==> config.mk <==
export PLATFORM = sky130hd
export DESIGN_NAME = fir_filter_round_saturate
export DESIGN_NICKNAME = d
export VERILOG_FILES = /design/src/rtl/core/firrs_pkg.sv /design/src/rtl/core/firrs_ctrl.sv /design/src/rtl/core/firrs_datapath.sv /design/src/rtl/core/fir_filter_round_saturate.sv
export SDC_FILE = /design/constraint.sdc
export NUM_CORES = 1
export LEC_CHECK = 0
export ABC_AREA = 1
export CAP_MARGIN = 20
export CORE_ASPECT_RATIO = 1.75
export CORE_UTILIZATION = 55
export CTS_BUF_LIST = sky130_fd_sc_hd__clkbuf_4 sky130_fd_sc_hd__clkbuf_8 sky130_fd_sc_hd__clkbuf_16
export DETAILED_ROUTE_END_ITERATION = 6
export DONT_BUFFER_PORTS = 1
export PLACE_DENSITY = 0.7
export REMOVE_ABC_BUFFERS = 1
export SETUP_SLACK_MARGIN = 0.4
export SLEW_MARGIN = 20
export SYNTH_ARGS = -nofsm -noshare
export SYNTH_HDL_FRONTEND = slang
export SYNTH_HIERARCHICAL = 1
export SYNTH_SLANG_ARGS = --single-unit
==> constraint.sdc <==
create_clock -name clk_i -period 18.5 [get_ports clk_i]
set_input_delay 1.85 -clock clk_i [delete_from_list [all_inputs] [get_ports clk_i]]
set_output_delay 1.85 -clock clk_i [all_outputs]
set_load 0.01 [all_outputs]
==> src/rtl/core/firrs_pkg.sv <==
// Shared constants, types and state encoding for the round-and-saturate FIR filter.
package firrs_pkg;

  // Number of taps in use (2..8); coefficient registers beyond it are kept but unused.
  localparam int unsigned TAPS        = 8;
  localparam int unsigned NUM_COEFS   = 8;

  localparam int unsigned SAMPLE_W    = 16;
  localparam int unsigned COEF_W      = 16;
  localparam int unsigned PROD_W      = SAMPLE_W + COEF_W;
  localparam int unsigned ACC_W       = PROD_W + $clog2(TAPS) + 1;
  localparam int unsigned RND_W       = ACC_W + 1;
  localparam int unsigned FRAC_BITS   = 15;
  localparam int unsigned QUOT_W      = RND_W - FRAC_BITS;

  localparam int unsigned IDX_W       = $clog2(TAPS);
  localparam int unsigned COEF_IDX_W  = $clog2(NUM_COEFS);
  localparam int unsigned CFG_IDX_W   = COEF_IDX_W + 1;

  localparam logic [IDX_W-1:0] LAST_TAP = IDX_W'(TAPS - 1);

  typedef enum logic [1:0] {
    S_IDLE,
    S_MUL,
    S_DRAIN,
    S_OUT
  } fsm_state_e;

  // Commands from the controller to the datapath.
  typedef struct packed {
    logic             load;   // take the new sample, clear the accumulator
    logic             mul;    // multiply coefficient and sample at idx
    logic             add;    // accumulate the registered product
    logic             store;  // round, saturate and update the output register
    logic [IDX_W-1:0] idx;
  } dp_cmd_t;

endpackage

==> src/rtl/core/firrs_ctrl.sv <==
// Controller: sequences the shared multiply-accumulate and the output handshake.
module firrs_ctrl (
  input  logic              clk_i,
  input  logic              rst_ni,
  input  logic              s_axis_tvalid,
  output logic              s_axis_tready,
  output logic              m_axis_tvalid,
  input  logic              m_axis_tready,
  output firrs_pkg::dp_cmd_t cmd_o
);

  firrs_pkg::fsm_state_e state_q, state_d;
  logic [firrs_pkg::IDX_W-1:0] cnt_q, cnt_d;
  logic add_q, add_d;
  logic out_valid_q, out_valid_d;

  always_comb begin
    state_d = state_q;
    cnt_d   = cnt_q;
    unique case (state_q)
      firrs_pkg::S_IDLE: begin
        if (s_axis_tvalid) begin
          state_d = firrs_pkg::S_MUL;
          cnt_d   = '0;
        end
      end
      firrs_pkg::S_MUL: begin
        if (cnt_q == firrs_pkg::LAST_TAP) begin
          state_d = firrs_pkg::S_DRAIN;
        end else begin
          cnt_d = cnt_q + 1'b1;
        end
      end
      firrs_pkg::S_DRAIN: begin
        state_d = firrs_pkg::S_OUT;
      end
      firrs_pkg::S_OUT: begin
        if (!out_valid_q || m_axis_tready) begin
          state_d = firrs_pkg::S_IDLE;
        end
      end
      default: begin
        state_d = firrs_pkg::S_IDLE;
      end
    endcase
  end

  always_comb begin
    s_axis_tready = 1'b0;
    cmd_o         = '0;
    cmd_o.idx     = cnt_q;
    cmd_o.add     = add_q;
    unique case (state_q)
      firrs_pkg::S_IDLE: begin
        s_axis_tready = 1'b1;
        cmd_o.load    = s_axis_tvalid;
      end
      firrs_pkg::S_MUL: begin
        cmd_o.mul = 1'b1;
      end
      firrs_pkg::S_DRAIN: begin
      end
      firrs_pkg::S_OUT: begin
        cmd_o.store = !out_valid_q || m_axis_tready;
      end
      default: begin
      end
    endcase
  end

  // Accumulate in the cycle after each multiply.
  assign add_d = (state_q == firrs_pkg::S_MUL);

  always_comb begin
    out_valid_d = out_valid_q;
    if (cmd_o.store) begin
      out_valid_d = 1'b1;
    end else if (m_axis_tready) begin
      out_valid_d = 1'b0;
    end
  end

  assign m_axis_tvalid = out_valid_q;

  always_ff @(posedge clk_i or negedge rst_ni) begin
    if (!rst_ni) begin
      state_q     <= firrs_pkg::S_IDLE;
      cnt_q       <= '0;
      add_q       <= 1'b0;
      out_valid_q <= 1'b0;
    end else begin
      state_q     <= state_d;
      cnt_q       <= cnt_d;
      add_q       <= add_d;
      out_valid_q <= out_valid_d;
    end
  end

endmodule

==> src/rtl/core/firrs_datapath.sv <==
// Datapath: coefficient registers, sample window, multiplier, accumulator, round and saturate.
module firrs_datapath (
  input  logic                                  clk_i,
  input  logic                                  rst_ni,
  input  logic                                  cfg_we_i,
  input  logic [firrs_pkg::CFG_IDX_W-1:0]       cfg_idx_i,
  input  logic [firrs_pkg::COEF_W-1:0]          cfg_wdata_i,
  input  logic [firrs_pkg::SAMPLE_W-1:0]        sample_i,
  input  firrs_pkg::dp_cmd_t                    cmd_i,
  output logic [firrs_pkg::SAMPLE_W-1:0]        sample_o
);

  logic signed [firrs_pkg::COEF_W-1:0]   coef_q [firrs_pkg::NUM_COEFS];
  // win_q[k] holds the sample delayed by k, counting the newest as zero.
  logic signed [firrs_pkg::SAMPLE_W-1:0] win_q  [firrs_pkg::TAPS];
  logic signed [firrs_pkg::PROD_W-1:0]   prod_q;
  logic signed [firrs_pkg::ACC_W-1:0]    acc_q, acc_d;
  logic [firrs_pkg::SAMPLE_W-1:0]        res_q;

  logic signed [firrs_pkg::RND_W-1:0]    rnd;
  logic signed [firrs_pkg::RND_W-1:0]    trunc;
  logic signed [firrs_pkg::QUOT_W-1:0]   quot;
  logic [firrs_pkg::SAMPLE_W-1:0]        sat;

  localparam logic signed [firrs_pkg::QUOT_W-1:0] QMAX =
    firrs_pkg::QUOT_W'((1 << (firrs_pkg::SAMPLE_W - 1)) - 1);
  localparam logic signed [firrs_pkg::QUOT_W-1:0] QMIN =
    firrs_pkg::QUOT_W'(-(1 << (firrs_pkg::SAMPLE_W - 1)));

  always_ff @(posedge clk_i or negedge rst_ni) begin
    if (!rst_ni) begin
      for (int i = 0; i < firrs_pkg::NUM_COEFS; i++) begin
        coef_q[i] <= '0;
      end
    end else if (cfg_we_i && !cfg_idx_i[firrs_pkg::CFG_IDX_W-1]) begin
      coef_q[cfg_idx_i[firrs_pkg::COEF_IDX_W-1:0]] <= cfg_wdata_i;
    end
  end

  // Shift the window on each new sample.
  always_ff @(posedge clk_i or negedge rst_ni) begin
    if (!rst_ni) begin
      for (int i = 0; i < firrs_pkg::TAPS; i++) begin
        win_q[i] <= '0;
      end
    end else if (cmd_i.load) begin
      win_q[0] <= sample_i;
      for (int i = 1; i < firrs_pkg::TAPS; i++) begin
        win_q[i] <= win_q[i-1];
      end
    end
  end

  always_comb begin
    acc_d = acc_q;
    if (cmd_i.load) begin
      acc_d = '0;
    end else if (cmd_i.add) begin
      acc_d = acc_q + firrs_pkg::ACC_W'(prod_q);
    end
  end

  always_ff @(posedge clk_i) begin
    if (cmd_i.mul) begin
      prod_q <= coef_q[firrs_pkg::COEF_IDX_W'(cmd_i.idx)] * win_q[cmd_i.idx];
    end
    acc_q <= acc_d;
    if (cmd_i.store) begin
      res_q <= sat;
    end
  end

  // Add half an LSB, then bias negatives so the shift truncates toward zero.
  always_comb begin
    rnd   = firrs_pkg::RND_W'(acc_q) + firrs_pkg::RND_W'(1 << (firrs_pkg::FRAC_BITS - 1));
    trunc = rnd[firrs_pkg::RND_W-1]
          ? rnd + firrs_pkg::RND_W'((1 << firrs_pkg::FRAC_BITS) - 1)
          : rnd;
    quot  = trunc[firrs_pkg::RND_W-1:firrs_pkg::FRAC_BITS];
    if (quot > QMAX) begin
      sat = QMAX[firrs_pkg::SAMPLE_W-1:0];
    end else if (quot < QMIN) begin
      sat = QMIN[firrs_pkg::SAMPLE_W-1:0];
    end else begin
      sat = quot[firrs_pkg::SAMPLE_W-1:0];
    end
  end

  assign sample_o = res_q;

endmodule

==> src/rtl/core/fir_filter_round_saturate.sv <==
// Each sample is accepted in idle, then stepped through the multiply, drain and output states;
//   the single shared multiply-accumulate walks the taps one per cycle, and the output state
//   stores the rounded, saturated result, waiting while a stalled output still holds the last.
//   A new sample is accepted only after the last one has been stored.
// The output register holds a finished sample while the next one is accepted and computed.
// Reset (rst_ni low, asynchronous): coefficients and the sample window clear to zero,
//   the controller returns to idle and no output is valid.
module fir_filter_round_saturate (
  input  logic                                  clk_i,
  input  logic                                  rst_ni,
  // Configuration write port: index i selects coef_i; indexes above 7 are ignored.
  input  logic                                  cfg_we_i,
  input  logic [firrs_pkg::CFG_IDX_W-1:0]       cfg_idx_i,
  input  logic [firrs_pkg::COEF_W-1:0]          cfg_wdata_i,
  // Input stream.
  input  logic                                  s_axis_tvalid,
  output logic                                  s_axis_tready,
  input  logic [firrs_pkg::SAMPLE_W-1:0]        s_axis_tdata,   // [15:0] sample_in
  // Output stream.
  output logic                                  m_axis_tvalid,
  input  logic                                  m_axis_tready,
  output logic [firrs_pkg::SAMPLE_W-1:0]        m_axis_tdata    // [15:0] sample_out
);

  firrs_pkg::dp_cmd_t cmd;

  // Controller: accept a transaction, step through the taps, hold the result until taken.
  firrs_ctrl u_ctrl (
    .clk_i         (clk_i),
    .rst_ni        (rst_ni),
    .s_axis_tvalid (s_axis_tvalid),
    .s_axis_tready (s_axis_tready),
    .m_axis_tvalid (m_axis_tvalid),
    .m_axis_tready (m_axis_tready),
    .cmd_o         (cmd)
  );

  // Datapath: multiply, accumulate at full precision, add half an LSB, truncate toward zero, saturate.
  firrs_datapath u_datapath (
    .clk_i       (clk_i),
    .rst_ni      (rst_ni),
    .cfg_we_i    (cfg_we_i),
    .cfg_idx_i   (cfg_idx_i),
    .cfg_wdata_i (cfg_wdata_i),
    .sample_i    (s_axis_tdata),
    .cmd_i       (cmd),
    .sample_o    (m_axis_tdata)
  );

endmodule
==> run metrics, run 1 <==
status completed; Port Buffers 0; cells resized by post-CTS repair 0; type of destination of the critical path flip-flop; pin count of the biggest net entering global routing 264; Layout Utilization 59.4%; synth top area cells sky130_fd_sc_hd__dfrtp_1 23%, sky130_fd_sc_hd__fa_1 19%, sky130_fd_sc_hd__nand2_1 10%, sky130_fd_sc_hd__inv_1 8.9%, sky130_fd_sc_hd__o21ai_0 7.9%; number of instances on the worst hold path 2; wire length of the first global-routing pass 121 mm; die span in y 302 um; largest family of logic cells by synthesized area adder cells; share of the cycle needed by the critical path after routing 52.3%; final total negative setup slack 0 ns; post-route ant nets 0; largest fanout of any net on the critical path 76; Synth Cell Area 28200 um^2; share of the synthesized area in compound gates (AO/OA/AOI/OAI) 13.2%; most common library cells after synthesis 764 x sky130_fd_sc_hd__nand2_1, 669 x sky130_fd_sc_hd__inv_1, 444 x sky130_fd_sc_hd__o21ai_0, 372 x sky130_fd_sc_hd__nor2_1; Top Ports 59; die span in x 173 um; setup slack, reg-to-reg 8.83 ns; final weighted congestion in routability-driven placement 1.03; portion of the post-synthesis area used by sequential elements 31.0%; Slowest Stage Delay on Critical Path 0.82 ns; H-tree depth 2; Clock Path Buffers 3; final setup violation count 0; remaining routing DRC violations 0; fraction of layout instances using a drive strength above 1 4.02%; total setup buffers inserted after CTS 0; unrepaired setup endpoints after global routing false; length of the first detailed-routing pass in iterations 5; XOR/XNOR Fraction of Synth Area 2.29%; Diodes inserted 0; share of async-settable or async-resettable flops after synthesis 75.8%; Worst Max-Slew Pin Slew 1.11 ns; Setup crit start kind flip-flop; P&R area growth vs syn 6.36%; number of hold-slack violations in the final timing report 0; Post-synth top flop sky130_fd_sc_hd__dfrtp_1; number of maximum-capacitance violations 0; post-detailed-routing wire length 74.2 mm; Worst R2R Start u_ctrl/cnt_q[0]; Vias 23000; Final Max Tran Viols 0; Clk pin slew, worst setup/hold paths 0.07 ns; portion of synthesized cell area occupied by the leading cell type 23.3%; slowest cell on the critical path sky130_fd_sc_hd__dfrtp_4; Gate Count Post-Synth 3627; post-layout minimum cycle time 9.67 ns; count of cell types in the netlist 45; total of warnings raised by yosys 6; aggregate global-route resource usage 29.4%; mean cell area of the mapped netlist 7.79 um^2; simple-gate share of the synthesized area 18.2%; Tightest Hold Check Type flip-flop to flip-flop; critical path's top delay family adder cells; CTS Root Buffer Type sky130_fd_sc_hd__clkbuf_16; number of clock sinks 347; highest clock frequency the design can meet 103 MHz; worst-skew pair later-pin latency 0.55 ns; number of synthesized flops with an enable pin 48; Final HPWL DP 55.7 mm; top-count cell post-synth sky130_fd_sc_hd__nand2_1; Data required, critical path 18.79 ns; number of buffers added by the clock tree synthesis step 35; slew margin rel. 25.2%; number of global-route vias before repair 24000; Crit path arrival time 9.96 ns; die area 52300 um^2; iteration-0 DRC count of the detailed router 1279; Worst Hold Launch u_datapath/win_q[41]; GRT overflow 0; number of register bits inferred by synthesis 347; Worst Hold Endpoint u_datapath/win_q[25]; std cell rows 109; multiplexer area fraction after synthesis 0%; total non-filler cell area in the finished layout 30000 um^2; WP buf/inv 8; total number of cells along the worst setup path 29; Total Nets Final 3983; detail-routed net length per standard cell 17.5 um; Initial Util 55.8%; library cell occupying the most area in the post-synthesis netlist sky130_fd_sc_hd__dfrtp_1; via density per instance 5.43; number of cells on the worst reg-to-reg path 29; placed standard-cell area 28700 um^2; post-synthesis adder-cell area fraction 24.2%; Max Clock Skew 0.00835 ns; Core Region 50600 um^2; number of antenna violations at the first check in global routing 0; TritonCTS clock tree done; worst setup path class flip-flop to flip-flop; worst flop-to-flop path endpoint u_datapath/prod_q[31]; post-cts hold buffer count 0
[layout by cell type (no fill, tap or decap), drive strengths merged]
cell,instances
a21boi,3
a21o,11
a21oi,197
a31o,1
a31oi,9
buf,29
bufinv,5
clkbuf,52
clkinv,12
dfrtp,263
dfxtp,36
edfxtp,48
fa,263
ha,126
inv,671
nand2,777
nand3,75
nand3b,6
nand4,20
nor2,387
nor3,12
nor4,7
o2111a,1
o211ai,12
o21a,1
o21ai,456
o21bai,8
o221ai,2
o22ai,16
xnor2,27
xor2,46
[logic make-up (layout without fill, tap and decap cells)]
| kind of cell | Yosys count | count (layout) |
|---|---|---|
| AND/OR/NAND/NOR | 1284 | 1284 |
| buffers and inverters | 817 | 769 |
| AO/OA/AOI/OAI | 717 | 717 |
| adder cells (fa/ha/maj) | 389 | 389 |
| flip-flops | 347 | 347 |
| XOR/XNOR | 73 | 73 |
[worst max-delay path by stage]
stage / from / end
4_1_cts: u_ctrl/cnt_q[0] / u_datapath/prod_q[31]
3_5_place_dp: u_ctrl/cnt_q[0] / u_datapath/prod_q[31]
3_3_place_gp: u_ctrl/cnt_q[0] / u_datapath/prod_q[31]
6_report: u_ctrl/cnt_q[0] / u_datapath/prod_q[31]
2_1_floorplan: u_ctrl/cnt_q[0] / u_datapath/prod_q[31]
5_1_grt: u_ctrl/cnt_q[0] / u_datapath/prod_q[31]
[sequential cells by signal (all words and copies together) (netlist names)]
| signal | flops |
|---|---|
| u_datapath/coef_q | 128 |
| u_datapath/win_q | 128 |
| u_datapath/acc_q | 36 |
| u_datapath/prod_q | 32 |
| u_datapath/sample_o | 16 |
| u_ctrl/cnt_q | 3 |
| u_ctrl/state_q | 2 |
| u_ctrl/add_q | 1 |
| u_ctrl/m_axis_tvalid | 1 |
[per-layer routing]
layer	global-route usage (%)	share of wire [%]	up-vias
met5	0	0	-
met4	20.9	7.8	0
met3	3.18	4.0	269
met2	56.1	53	645
met1	29.6	35	11000
li1	-	-	11100
[per-stage QoR]
stage	setup WS, ns	hold WS (ns)	std cells
floorplan	7.64	0.448	3487
global placement	9.11	0.458	4182
detailed placement	8.95	0.464	4182
CTS	8.92	0.481	4245
global route	8.09	0.495	4245
finish	8.83	0.476	4245
[tightest hold or removal path: cells and delay by family, from the launching register on]
kind               cells  cell delay (ns)
DFF                    1             0.34
AOI/OAI and AO/OA      1             0.06
and+or+nand+nor        1             0.05
[final cells by class]
class,count,area [um^2]
fill,4746,20500
multi-input combinational,2463,16400
sequential,347,8750
inverter,677,2550
clock buffer,52,1100
tap,666,833
timing repair buffer,29,218
clock inverter,11,203
Power of run 1 is left out: the tool's default activity adds up to more than one toggle a clock period on the data nets, which glitch-free logic cannot reach.
==> inputs of run 2 (changes only) <==
Settings changed: ABC_AREA 1 to 0, PLACE_DENSITY 0.7 to 0.73.
Clock period 18.5 ns to 7.97 ns, I/O delays scaled along.
==> run metrics, run 2 <==
met3 track demand over resource 2.88%; worst setup path class flip-flop to flip-flop; Post-synth top flop sky130_fd_sc_hd__dfrtp_1; GR Layer Usage met1 27.1%; Slowest Stage Delay on Critical Path 0.56 ns; Data required, critical path 8.26 ns; slowest cell on the critical path sky130_fd_sc_hd__fa_1; Max Clock Skew 0.0135 ns; minimum setup slack in the final design 0.634 ns; mean cell area of the mapped netlist 11.1 um^2; type of destination of the critical path flip-flop; Port Buffers 0; largest fanout of any net on the critical path 15; critical path's top delay family adder cells; wire length of the first global-routing pass 102 mm; simple-gate share of the synthesized area 9.27%; number of antenna violations at the first check in global routing 0; TritonCTS clock tree done; fraction of layout instances using a drive strength above 1 22.7%; std cell rows 107; placed standard-cell area 28300 um^2; worst-skew pair later-pin latency 0.54 ns; unrepaired setup endpoints after global routing false; worst slack, placed 0.0894 ns; P&R area growth vs syn 10.5%; share of the cycle needed by the critical path after routing 92.0%; slew margin rel. 23.0%; iteration-0 DRC count of the detailed router 933; Diodes inserted 0; number of synthesized flops with an enable pin 48; setup slack, reg-to-reg 0.63 ns; count of cell types in the netlist 79; number of clock sinks 347; most frequent cells in the layout 351 x sky130_fd_sc_hd__inv_1, 268 x sky130_fd_sc_hd__mux2_2, 263 x sky130_fd_sc_hd__fa_1; worst hold slack after final layout 0.196 ns; Worst path most repeated cell sky130_fd_sc_hd__fa_1; share of the synthesized area in compound gates (AO/OA/AOI/OAI) 6.23%; portion of the post-synthesis area used by sequential elements 32.0%; remaining routing DRC violations 0; post-route ant nets 0; Vias 18500; post-layout minimum cycle time 7.34 ns; XOR/XNOR Fraction of Synth Area 2.85%; portion of synthesized cell area occupied by the leading cell type 24.1%; Final HPWL DP 46.6 mm; WP buf/inv 7; die area 50600 um^2; Final Max Tran Viols 0; detail-routed net length per standard cell 20.1 um; length of the first detailed-routing pass in iterations 6; largest family of logic cells by synthesized area adder cells; number of maximum-capacitance violations 0; post-synthesis adder-cell area fraction 25.0%; Tightest Hold Check Type primary input to async pin; busiest metal layer after global routing met2; largest registers ranked by flip-flop count u_datapath/coef_q x128, u_datapath/win_q x128, u_datapath/acc_q x36; Synth Cell Area 27300 um^2; pin count of the biggest net entering global routing 258; die span in y 297 um; final setup violation count 0; die span in x 171 um; post-detailed-routing wire length 63.8 mm; Worst Max-Slew Pin Slew 1.15 ns; via density per instance 5.83; Top Ports 59; aggregate global-route resource usage 25.5%; Gate Count Post-Synth 2459; CTS Root Buffer Type sky130_fd_sc_hd__clkbuf_16; multiplexer area fraction after synthesis 18.3%; Clock Path Buffers 3; Initial Util 55.9%; GRT overflow 0; library cell occupying the most area in the post-synthesis netlist sky130_fd_sc_hd__dfrtp_1; Clk pin slew, worst setup/hold paths 0.07 ns; met2 GRT Util 47.6%; total of warnings raised by yosys 6; number of hold-slack violations in the final timing report 0; total non-filler cell area in the finished layout 30200 um^2; H-tree depth 2; number of buffers added by the clock tree synthesis step 35; most common library cells after synthesis 352 x sky130_fd_sc_hd__inv_1, 273 x sky130_fd_sc_hd__mux2_2, 263 x sky130_fd_sc_hd__dfrtp_1, 263 x sky130_fd_sc_hd__fa_1, 230 x sky130_fd_sc_hd__nor2_1; synth top area cells sky130_fd_sc_hd__dfrtp_1 24%, sky130_fd_sc_hd__fa_1 19%, sky130_fd_sc_hd__mux2_2 11%, sky130_fd_sc_hd__ha_1 5.8%, sky130_fd_sc_hd__edfxtp_1 5.3%; share of async-settable or async-resettable flops after synthesis 75.8%; status completed; number of register bits inferred by synthesis 347; Core Region 48900 um^2; final weighted congestion in routability-driven placement 0.924; Crit path arrival time 7.63 ns; number of global-route vias before repair 20300; top-count cell post-synth sky130_fd_sc_hd__inv_1; highest clock frequency the design can meet 136 MHz; commonest non-fill, non-tap cell in the layout sky130_fd_sc_hd__inv_1; Setup crit start kind flip-flop; Total Nets Final 2924
run 2: through the flow:
step | cells | util (%) | TNS, ns
2_1_floorplan | 2360 | - | -22.78
3_3_place_gp | 3077 | 57.9 | 0
3_5_place_dp | 3077 | 57.9 | 0
4_1_cts | 3146 | 60.6 | 0
5_1_grt | 3173 | 61.8 | 0
6_report | 3173 | 61.8 | 0
run 2: final timing paths:
path | startpoint | endpoint | cells past startpoint
setup / recovery | u_ctrl/cnt_q[0] | u_datapath/prod_q[28] | 27
hold / removal | rst_ni | u_datapath/win_q[118] | 1
setup reg to reg | u_ctrl/cnt_q[0] | u_datapath/prod_q[28] | 27
hold reg to reg | u_datapath/coef_q[50] | u_datapath/coef_q[50] | 1
max in group asynchronous | rst_ni | u_datapath/win_q[117] | 2
min in group clk_i | cfg_wdata_i[11] | u_datapath/coef_q[123] | 1
run 2: cell families after synthesis:
kind of cell / count (synthesis)
and+or+nand+nor: 537
buffers and inverters: 453
adders and majority gates: 389
muxes: 385
DFF: 347
AOI/OAI and AO/OA: 259
xor gates and xnor gates: 89
run 2: final cells by class:
class                   instances  area, um^2
clock buffers                  51        1050
clock inverters                11         124
fillers                      3770       18700
inverters                     354        1330
multi-input cells            1659       17100
flip-flops and latches        347        8750
well taps                     654         818
repair buffers                 97        1030
run 2: repair_timing:
action,in CTS,in global routing
gates cloned,0,5
endpoints found under the hold margin,257,0
hold buffers,2,0
pin swaps,0,8
setup endpoints to repair,9,7
resized for setup,1,64
setup buffers,5,20
run 2: worst reg2reg max path, cell delays in order, from the launching register on:
cell                       delay (ns)
sky130_fd_sc_hd__dfrtp_4         0.49
sky130_fd_sc_hd__buf_12          0.17
sky130_fd_sc_hd__buf_12          0.16
sky130_fd_sc_hd__mux4_2          0.35
sky130_fd_sc_hd__mux2i_1         0.07
sky130_fd_sc_hd__buf_4           0.19
sky130_fd_sc_hd__buf_6           0.16
sky130_fd_sc_hd__or2_2           0.32
sky130_fd_sc_hd__fa_1            0.56
sky130_fd_sc_hd__fa_1            0.45
sky130_fd_sc_hd__fa_1            0.52
sky130_fd_sc_hd__inv_1           0.05
sky130_fd_sc_hd__fa_1            0.47
sky130_fd_sc_hd__fa_1            0.56
sky130_fd_sc_hd__inv_1           0.06
sky130_fd_sc_hd__fa_1            0.52
sky130_fd_sc_hd__inv_1           0.04
sky130_fd_sc_hd__ha_2            0.32
sky130_fd_sc_hd__a21oi_2         0.15
sky130_fd_sc_hd__nand2_1         0.11
sky130_fd_sc_hd__a221oi_2        0.22
sky130_fd_sc_hd__o31a_1          0.28
sky130_fd_sc_hd__o41ai_2         0.10
sky130_fd_sc_hd__and2_2          0.24
sky130_fd_sc_hd__o31ai_4         0.20
sky130_fd_sc_hd__nand2b_1        0.10
sky130_fd_sc_hd__a21oi_2         0.16
sky130_fd_sc_hd__xnor2_1         0.08
run 2: routing by layer:
layer  up-vias  wire length, um  part of all wire [%]
li1       8300                -                     -
met1      9458            22100                    35
met2       501            35000                    55
met3       228             2380                   3.7
met4         0             4230                   6.6
met5         -                0                     0
Power of run 2 is left out for the same reason.
